===== src/rtl/core/assert_macros.svh =====
// Assertion helpers shared by the RTL modules.
// Every module that uses them has clk and rst_n in scope.
`ifndef ASSERT_MACROS_SVH
`define ASSERT_MACROS_SVH

// The consequent must hold in the same cycle as the antecedent.
`define TFSU_ASSERT_IMPLY(lbl, ante, cons) \
  lbl: assert property (@(posedge clk) disable iff (!rst_n) (ante) |-> (cons)) \
    else $error("tfsu assertion failed");

// The consequent must hold in the cycle after the antecedent.
`define TFSU_ASSERT_NEXT(lbl, ante, cons) \
  lbl: assert property (@(posedge clk) disable iff (!rst_n) (ante) |=> (cons)) \
    else $error("tfsu assertion failed");

`endif


===== src/rtl/core/tfsu_pkg.sv =====
// ----------------------------------------------------------------------------
// tfsu_pkg
// Types, constants and codes shared by the thermal scale/upsample block.
// ----------------------------------------------------------------------------
`default_nettype none
package tfsu_pkg;

  localparam int SRC_WIDTH_DEF    = 160;
  localparam int SRC_HEIGHT_DEF   = 120;
  localparam int EDGE_WEIGHT_DEF  = 3;
  localparam int INNER_WEIGHT_DEF = 5;

  localparam int COORD_W = 11;
  localparam int NUM_W   = 24;
  localparam int DEN_W   = 16;
  localparam int QUO_W   = 8;
  localparam int ACC_W   = 13;
  localparam int WGT_W   = 4;

  // x / 10 == (x * 52429) >> 19 for every 16-bit x.
  localparam logic [15:0] DIV10_MUL   = 16'd52429;
  localparam int          DIV10_SHIFT = 19;

  // Reciprocal scaling for the interpolation weights: exact for every
  // ACC_W-bit sum and every divisor up to 32.
  localparam int RCP_SHIFT = 18;
  localparam int RCP_W     = 18;

  localparam logic [7:0] PIX_MAX = 8'hFF;

  typedef enum logic [2:0] {
    CFG_INTERP     = 3'd0,
    CFG_AGC        = 3'd1,
    CFG_MANUAL     = 3'd2,
    CFG_HIGH_RES   = 3'd3,
    CFG_MANUAL_MIN = 3'd4,
    CFG_MANUAL_MAX = 3'd5,
    CFG_FRAME_MIN  = 3'd6,
    CFG_FRAME_MAX  = 3'd7
  } cfg_idx_t;

  typedef struct packed {
    logic        interp_enable;
    logic        agc_enable;
    logic        manual_range;
    logic        high_res;
    logic [15:0] manual_min;
    logic [15:0] manual_max;
    logic [15:0] frame_min;
    logic [15:0] frame_max;
  } cfg_t;

  typedef struct packed {
    logic        is_read;
    logic [7:0]  src_col;
    logic [6:0]  src_row;
    logic [15:0] pixel;
    logic [8:0]  out_col;
    logic [7:0]  out_row;
  } item_t;

  typedef enum logic [3:0] {
    B_IDLE,
    B_DV10,
    B_LIM,
    B_CHK,
    B_SAT,
    B_DIV,
    B_WR,
    B_RD,
    B_FETCH,
    B_ACC,
    B_SCL,
    B_OUT
  } back_state_t;

endpackage
`default_nettype wire


===== src/rtl/core/tfsu_if.sv =====
// ----------------------------------------------------------------------------
// tfsu_in_if / tfsu_out_if
// Valid/ready channels for the request items and the result items.
// ----------------------------------------------------------------------------
`default_nettype none
interface tfsu_in_if;
  logic        valid;
  logic        ready;
  logic        op;
  logic [7:0]  src_col;
  logic [6:0]  src_row;
  logic [15:0] pixel;
  logic [8:0]  out_col;
  logic [7:0]  out_row;

  modport source (output valid, op, src_col, src_row, pixel, out_col, out_row,
                  input ready);
  modport sink   (input valid, op, src_col, src_row, pixel, out_col, out_row,
                  output ready);
endinterface

`default_nettype wire


===== src/rtl/core/tfsu_front.sv =====
// ----------------------------------------------------------------------------
// tfsu_front
// Accepts request transfers, drops out-of-frame writes, queues the rest.
// ----------------------------------------------------------------------------
`default_nettype none
`include "assert_macros.svh"
module tfsu_front
  import tfsu_pkg::*;
#(
  parameter int SRC_WIDTH  = SRC_WIDTH_DEF,
  parameter int SRC_HEIGHT = SRC_HEIGHT_DEF
) (
  input  wire logic clk,
  input  wire logic rst_n,
  tfsu_in_if.sink   in_ch,
  input  wire logic q_pop,
  output logic      q_valid,
  output item_t     q_item
);

  item_t      fifo_r [2];
  logic       wr_ptr_r;
  logic       rd_ptr_r;
  logic [1:0] cnt_r;
  logic       take;
  logic       push;
  logic       in_frame;

  assign in_ch.ready = (cnt_r != 2'd2);
  assign take        = in_ch.valid && in_ch.ready;
  assign in_frame    = ({3'd0, in_ch.src_col} < COORD_W'(SRC_WIDTH)) &&
                       ({4'd0, in_ch.src_row} < COORD_W'(SRC_HEIGHT));
  assign push        = take && (in_ch.op || in_frame);
  assign q_valid     = (cnt_r != 2'd0);
  assign q_item      = fifo_r[rd_ptr_r];

  always_ff @(posedge clk) begin
    if (!rst_n) begin
      wr_ptr_r <= 1'b0;
      rd_ptr_r <= 1'b0;
      cnt_r    <= 2'd0;
    end else begin
      if (push) begin
        wr_ptr_r <= ~wr_ptr_r;
      end
      if (q_pop) begin
        rd_ptr_r <= ~rd_ptr_r;
      end
      cnt_r <= cnt_r + {1'b0, push} - {1'b0, q_pop};
    end
  end

  always_ff @(posedge clk) begin
    if (push) begin
      fifo_r[wr_ptr_r] <= '{is_read: in_ch.op, src_col: in_ch.src_col,
                            src_row: in_ch.src_row, pixel: in_ch.pixel,
                            out_col: in_ch.out_col, out_row: in_ch.out_row};
    end
  end

  `TFSU_ASSERT_IMPLY(a_fifo_bound, 1'b1, cnt_r != 2'd3)
  `TFSU_ASSERT_IMPLY(a_pop_nonempty, q_pop, cnt_r != 2'd0)

endmodule
`default_nettype wire


===== src/flat_wrapper.sv =====
// flat-port wrapper written by rule: the top's interface ports become plain ports
module tfsu_front_flat import tfsu_pkg::*;
#(
  parameter int SRC_WIDTH  = SRC_WIDTH_DEF,
  parameter int SRC_HEIGHT = SRC_HEIGHT_DEF
)
  (clk, rst_n, q_pop, q_valid, q_item, in_ch_valid, in_ch_op, in_ch_src_col, in_ch_src_row, in_ch_pixel, in_ch_out_col, in_ch_out_row, in_ch_ready);
  tfsu_in_if in_ch_i ();
  input  wire logic clk;
  input  wire logic rst_n;
  input  wire logic q_pop;
  output logic q_valid;
  output item_t q_item;
  input wire logic [$bits(in_ch_i.valid)-1:0] in_ch_valid;
  input wire logic [$bits(in_ch_i.op)-1:0] in_ch_op;
  input wire logic [$bits(in_ch_i.src_col)-1:0] in_ch_src_col;
  input wire logic [$bits(in_ch_i.src_row)-1:0] in_ch_src_row;
  input wire logic [$bits(in_ch_i.pixel)-1:0] in_ch_pixel;
  input wire logic [$bits(in_ch_i.out_col)-1:0] in_ch_out_col;
  input wire logic [$bits(in_ch_i.out_row)-1:0] in_ch_out_row;
  output wire logic [$bits(in_ch_i.ready)-1:0] in_ch_ready;
  assign in_ch_i.valid = in_ch_valid;
  assign in_ch_i.op = in_ch_op;
  assign in_ch_i.src_col = in_ch_src_col;
  assign in_ch_i.src_row = in_ch_src_row;
  assign in_ch_i.pixel = in_ch_pixel;
  assign in_ch_i.out_col = in_ch_out_col;
  assign in_ch_i.out_row = in_ch_out_row;
  assign in_ch_ready = in_ch_i.ready;
  tfsu_front #(.SRC_WIDTH(SRC_WIDTH), .SRC_HEIGHT(SRC_HEIGHT)) u_core (.clk(clk), .rst_n(rst_n), .in_ch(in_ch_i), .q_pop(q_pop), .q_valid(q_valid), .q_item(q_item));
endmodule

===== config.mk =====
export PLATFORM = sky130hd
export DESIGN_NAME = tfsu_front_flat
export DESIGN_NICKNAME = d
export VERILOG_FILES = /design/src/rtl/core/tfsu_pkg.sv /design/src/rtl/core/tfsu_if.sv /design/src/rtl/core/tfsu_front.sv /design/src/flat_wrapper.sv
export VERILOG_INCLUDE_DIRS = /design/src /design/src/rtl/core
export SDC_FILE = /design/constraint.sdc
export NUM_CORES = 1
export LEC_CHECK = 0
export BUFFER_PORTS_ARGS = -buffer_cell sky130_fd_sc_hd__clkbuf_2
export CAP_MARGIN = 40
export CORE_UTILIZATION = 45
export DETAILED_ROUTE_END_ITERATION = 8
export GPL_ROUTABILITY_DRIVEN = 0
export GPL_TIMING_DRIVEN = 0
export PLACE_DENSITY = 0.73
export SLEW_MARGIN = 20
export SYNTH_ARGS = -nofsm -noshare
export SYNTH_HDL_FRONTEND = slang
export SYNTH_SLANG_ARGS = --single-unit

===== constraint.sdc =====
create_clock -name clk -period 4.8 [get_ports clk]
set_input_delay 0.48 -clock clk [delete_from_list [all_inputs] [get_ports clk]]
set_output_delay 0.48 -clock clk [all_outputs]
set_load 0.01 [all_outputs]

======== After elaboration in Yosys (flattened, before gate mapping) ========
Memory sizes are Yosys's and may differ from the RTL's. A register that Yosys moved wholly into a read port is not among the register bits.
Index checks and enable logic that the tools add are counted.
storage, ports and cells
  bits in registers ....................... 4
  latch bits .............................. 0
  bits in writable memories ............... 98
  bits in read-only memories .............. 0
  memories ................................ 1
memory list
  name           words  width  rd ports  clocked after memory_dff  wr ports  line              RTL
  u_core.fifo_r  2      49     1         1                         1         tfsu_front.sv:21  item_t fifo_r [2];
operators by class
  add/subtract/negate cells ............... 2
  multipliers ............................. 0
  divide/modulo/power cells ............... 0
  magnitude comparators ................... 2
  equal/unequal tests ..................... 1
  shifts and indexed selects .............. 0
  muxes and demuxes ....................... 4
  bitwise operators ....................... 2
  reductions and logical operators ........ 5
operator list
  operator                                     number
  8-bit < comparator, second input constant    1
  7-bit < comparator, second input constant    1
  1-bit 2-to-1 mux                             4
  1-bit logical AND                            3
  2-bit by 1-bit adder with 2-bit output       1
  2-bit != test, second input constant         1
  1-bit NOT                                    2
  2-bit nonzero test                           1
  2-bit by 1-bit subtractor with 2-bit output  1
  1-bit logical OR                             1

======== Logic depth before layout (Yosys ltp) ========
  depth after elaboration ................. 6
  depth in mapped cells ................... 7
  gate-level depth less buffers ........... 7

======== Worst setup path after synthesis ========
Ideal clock, no wire load.
  kind .................................... input to register
  start ................................... input in_ch_src_col[6]
  end ..................................... memory u_core.fifo_r[0][0] (netlist bit), enable pin
  library setup time ...................... 516 ps
  arrival ................................. 4166 ps
  data required time ...................... 4284 ps
  path slack .............................. 118 ps
  stages .................................. 3
  path buffers ............................ 0
  cells stage by stage .................... nor2_1 > o311ai_4 > nor3_1
on the way
  word-level cells in the longest chain between the ends .. 6
ends and longest elaborated chain
  element                                 line                RTL
  start: declaration                      flat_wrapper.sv:16  input wire logic [$bits(in_ch_i.src_col)-1:0] in_ch_src_col;
  8-bit < comparator                      tfsu_front.sv:31    assign in_frame = ({3'd0, in_ch.src_col} < COORD_W'(SRC_WIDTH)) &&
  1-bit logical AND                       tfsu_front.sv:31
  1-bit logical OR                        tfsu_front.sv:33    assign push = take && (in_ch.op || in_frame);
  1-bit logical AND                       tfsu_front.sv:33
  1-bit 2-to-1 mux                        tfsu_front.sv:54    if (push) begin
  1-bit 2-to-1 mux (implied by the code)  tfsu_front.sv:55    fifo_r[wr_ptr_r] <= '{is_read: in_ch.op, src_col: in_ch.src_col,
  end: declaration                        tfsu_front.sv:21
No other way between the ends.

======== Worst setup path in the final report ========
  start ................................... register u_core.cnt_r[0]
  end ..................................... memory u_core.fifo_r[0][21] (netlist bit), enable pin
on the way
  word-level cells in the longest chain between the ends .. 5
ends and longest elaborated chain
  element                                 line              RTL
  start: declaration                      tfsu_front.sv:24  logic [1:0] cnt_r;
  start signal: assignment                tfsu_front.sv:49  cnt_r <= cnt_r + {1'b0, push} - {1'b0, q_pop};
  2-bit != test                           tfsu_front.sv:29  assign in_ch.ready = (cnt_r != 2'd2);
  1-bit logical AND                       tfsu_front.sv:30  assign take = in_ch.valid && in_ch.ready;
  1-bit logical AND                       tfsu_front.sv:33
  1-bit 2-to-1 mux                        tfsu_front.sv:54
  1-bit 2-to-1 mux (implied by the code)  tfsu_front.sv:55
No other way between the ends.

==> results.txt <==
----------------------------------------------------
[Logic synthesis]
  Share of flip-flops with an asynchronous set or reset ... 0%
  Avg Synthesized Cell Area ... 21.3 µm²
  Share of the synthesized netlist area taken by xor and xnor gates ... 0.680%
  Most frequent cells after synthesis ... sky130_fd_sc_hd__edfxtp_1 (98), sky130_fd_sc_hd__mux2_2 (39), sky130_fd_sc_hd__mux2_4 (10)
  EDFF count, synth ... 98
  Synth warnings ... 0
  Cell type with the highest aggregate area in the netlist ... sky130_fd_sc_hd__edfxtp_1
  Synth Area in Compound Gates ... 0.680%
  Post-synthesis instance total ... roughly 180
  Post-synthesis sequential area ratio ... approximately four fifths
  Net count of the mapped netlist ... 236
  Post-synthesis cell type count ... 22
  Top FF cell, synth ... sky130_fd_sc_hd__edfxtp_1
  Mapped cell area ... 0.00386 mm²
  Flip-flop and latch count after synthesis ... between 100 and 150
  Post-synthesis adder-cell area fraction ... 0.648%
  Largest cells by area after synthesis ... sky130_fd_sc_hd__edfxtp_1 (76%), sky130_fd_sc_hd__mux2_2 (11%), sky130_fd_sc_hd__mux2_4 (3.9%)
  Multiplexer share of the synthesized area ... 15.5%
  Dominant cell by count in the synthesized netlist ... sky130_fd_sc_hd__edfxtp_1
  Share of synthesized cell area in and, or, nand and nor gates ... 2.11%
  Largest family of logic cells by synthesized area ... multiplexers
  Top cell type's share of synthesized area ... between 70% and 80%

[Clock network]
  Clk Tree Root Cell ... sky130_fd_sc_hd__clkbuf_8
  TritonCTS Buffers ... 9
  Clk pin slew, worst setup/hold paths ... 0.09 ns
  Post-CTS sizing ... 0
  TritonCTS clock tree ... done
  Maximum level of the CTS H-tree ... 3
  Clk_lat worst skew ... approximately 0.34 ns
  Number of sinks driven by the clock tree ... 103
  Largest buffer count on any clock path ... 2
  Hold buffers post-CTS ... 0
  Setup fix buffers added after clock tree synthesis ... 0

[Floorplanning]
  Area of the core ... 0.00826 mm²
  Height of the die ... 94.6 µm
  Row count ... 33
  Effective utilization at floorplan ... 46.8%
  Area enclosed by the die boundary ... 0.00895 mm²
  Number of top-level pins ... 104
  Die extent in x ... around 95 µm

[Placement]
  Placement-stage worst setup slack ... 2.28 ns
  Number of buffer cells added on primary ports ... 103
  HPWL Detailed ... 4360 µm

[Hold path]
  Tightest Hold Check Type ... in2reg

[Outcome]
  Status ... complete, no violations

[Timing]
  Time the worst path needs with I/O delays and setup ... 2.15 ns
  Highest clock rate ... 466 MHz
  Setup violations, final ... 0
  Clock skew after layout ... about 0.011 ns
  RSZ-0062 raised after global routing ... false
  Final-report hold violation count ... 0
  Accumulated negative setup slack ... 0 ns
  Worst-Margin Slew ... 0.674 ns
  Part of the cycle the worst path needs ... 44.7%
  Headroom to the max-slew limit ... 55.1%
  Fin worst setup slack ... 2.65 ns
  Max Slew Vio Count ... 0

[Critical path]
  Startpoint-to-endpoint class of the critical path ... reg2reg
  Slowest CP cell ... sky130_fd_sc_hd__nor3_2
  CP peak stage delay ... 0.48 ns
  Launching element type of the critical path ... register
  Worst path required time ... ~4.9 ns
  List of cells traversed by the critical path ... nand2b_2, o311ai_4, nor3_2, buf_4, buf_6, buf_6, buf_4
  Top Family by Delay on Critical Path ... buffers and inverters
  Largest fanout on the critical path ... 9
  Signal arrival time at the worst endpoint ... 2.20 ns
  Nature of the critical path endpoint ... register
  Critical path buffers and inverters ... 4
  Register-to-Register Setup Slack ... 2.65 ns

[Pwr]
  Switching share of power ... 24.4%
  Leakage power ... 1.83 nW
  Cell area power density ... 431 mW/mm²
  Sequential power share ... 56.2%
  Net switching power figure ... 0.499 mW
  Combinational power share ... 19.6%
  Clock network fraction of total power ... 24.2%
  Max IR drop VDD ... 0.000292 V
  Design internal power ... 1.55 mW

[Run]
  Max-cap viol count ... 0

[Global routing]
  All-layer global routing usage ... 14.3%
  Via count of the first global-routing pass ... 2004
  Wire length of the first global-routing pass ... approximately 9400 µm
  Largest net degree at the start of global routing ... 50
  Number of antenna violations at the first check in global routing ... 0
  Global route total overflow ... 0

[Routing]
  DRC marker count from the first detailed-route iteration ... 56
  Pre-antenna DRT Iters ... 4
  Avg Vias per Cell ... between 4 and 5
  Via count of the routed design ... 1962
  Detail Route Antenna Nets ... 0
  Wire length reported by the detailed router ... 6170 µm
  Wire length per cell after detailed routing ... between 15 and 20 µm
  DR DRC count ... 0

[Cells and area]
  Filler cells ... 667
  Share of cells above drive strength 1 ... ~60%
  Area growth from synthesis to layout ... 23.0%
  Ant. Diodes ... 0
  Number of nets at the end of the flow ... 356

----------------------------------------------------
[layout by cell type, fill, tap and decap left out, types with 3 or more instances in the layout]
cell type                    n
sky130_fd_sc_hd__dfxtp_1     5
sky130_fd_sc_hd__clkbuf_2  103
sky130_fd_sc_hd__buf_6       4
sky130_fd_sc_hd__mux2_4     10
sky130_fd_sc_hd__clkbuf_8    9
sky130_fd_sc_hd__and2_1      4
sky130_fd_sc_hd__inv_1       3
sky130_fd_sc_hd__edfxtp_1   98
sky130_fd_sc_hd__buf_4       6
sky130_fd_sc_hd__mux2_2     39
[worst register-to-register path, cell delays in order (launching register included)]
cell                       delay [ns]
sky130_fd_sc_hd__dfxtp_1         0.35
sky130_fd_sc_hd__nand2b_2        0.16
sky130_fd_sc_hd__o311ai_4        0.11
sky130_fd_sc_hd__nor3_2          0.48
sky130_fd_sc_hd__buf_4           0.27
sky130_fd_sc_hd__buf_6           0.15
sky130_fd_sc_hd__buf_6           0.14
sky130_fd_sc_hd__buf_4           0.19
[cells by family after synthesis]
family,Yosys count
adders and majority gates,2
AOI/OAI and AO/OA,1
DFF,103
xor gates and xnor gates,3
muxes,50
buffers and inverters,8
and+or+nand+nor,14
[power by group through the flow]
stage | clock, mW | combinational (mW) | sequential, mW
floorplan | 0 | 0.241 | 1.17
global placement | 0 | 0.377 | 1.18
detailed placement | 0 | 0.411 | 1.17
CTS | 0.515 | 0.412 | 1.15
global route | 0.544 | 0.442 | 1.16
finish | 0.496 | 0.402 | 1.15
[path summary, 6_finish.rpt]
path / start / to / cells past startpoint
worst max-delay path: u_core.cnt_r[0] / u_core.fifo_r[0][21] / 7
worst min-delay path: in_ch_out_row[7] / u_core.fifo_r[0][7] / 1
worst max register to register: u_core.cnt_r[0] / u_core.fifo_r[0][21] / 7
worst min register to register: u_core.wr_ptr_r / u_core.wr_ptr_r / 2
[flip-flops by register name (all words and copies together) (netlist names), named ones only]
signal           count
u_core.cnt_r         2
u_core.fifo_r       98
u_core.wr_ptr_r      1
u_core.rd_ptr_r      1
[per-layer routing]
layer  GRT usage [%]  wire length, µm  vias to the layer above
met4            6.94              109                        0
met5               0                0                        -
met1            15.9             2490                      954
li1                -                -                      944
met2            26.1             3300                       55
met3            2.82              274                        9
[through the flow]
step	util (%)	instance area [µm²]	power (mW)	hold slack, ns	std cells
finish	57.5	4750	2.05	0.323	410
global route	57.5	4750	2.15	0.300	410
CTS	57.5	4750	2.08	0.300	410
detailed placement	55.4	4570	1.58	0.496	395
global placement	54.6	4510	1.56	0.465	389
floorplan	-	3860	1.41	0.452	181
[final cells by class]
| class | instances | area (µm²) | share of cell area [%] |
|---|---|---|---|
| sequential | 103 | 3040 | 64.1 |
| multi-input combinational | 70 | 766 | 16.1 |
| timing repair buffer | 109 | 572 | 12.0 |
| tap | 105 | 131 | 2.77 |
| clock buffer | 10 | 128 | 2.69 |
| clock inverter | 5 | 50.0 | 1.05 |
| buffer | 5 | 48.8 | 1.03 |
| inverter | 3 | 11.3 | 0.237 |
Note: power is estimated with default switching activity, not from simulation.
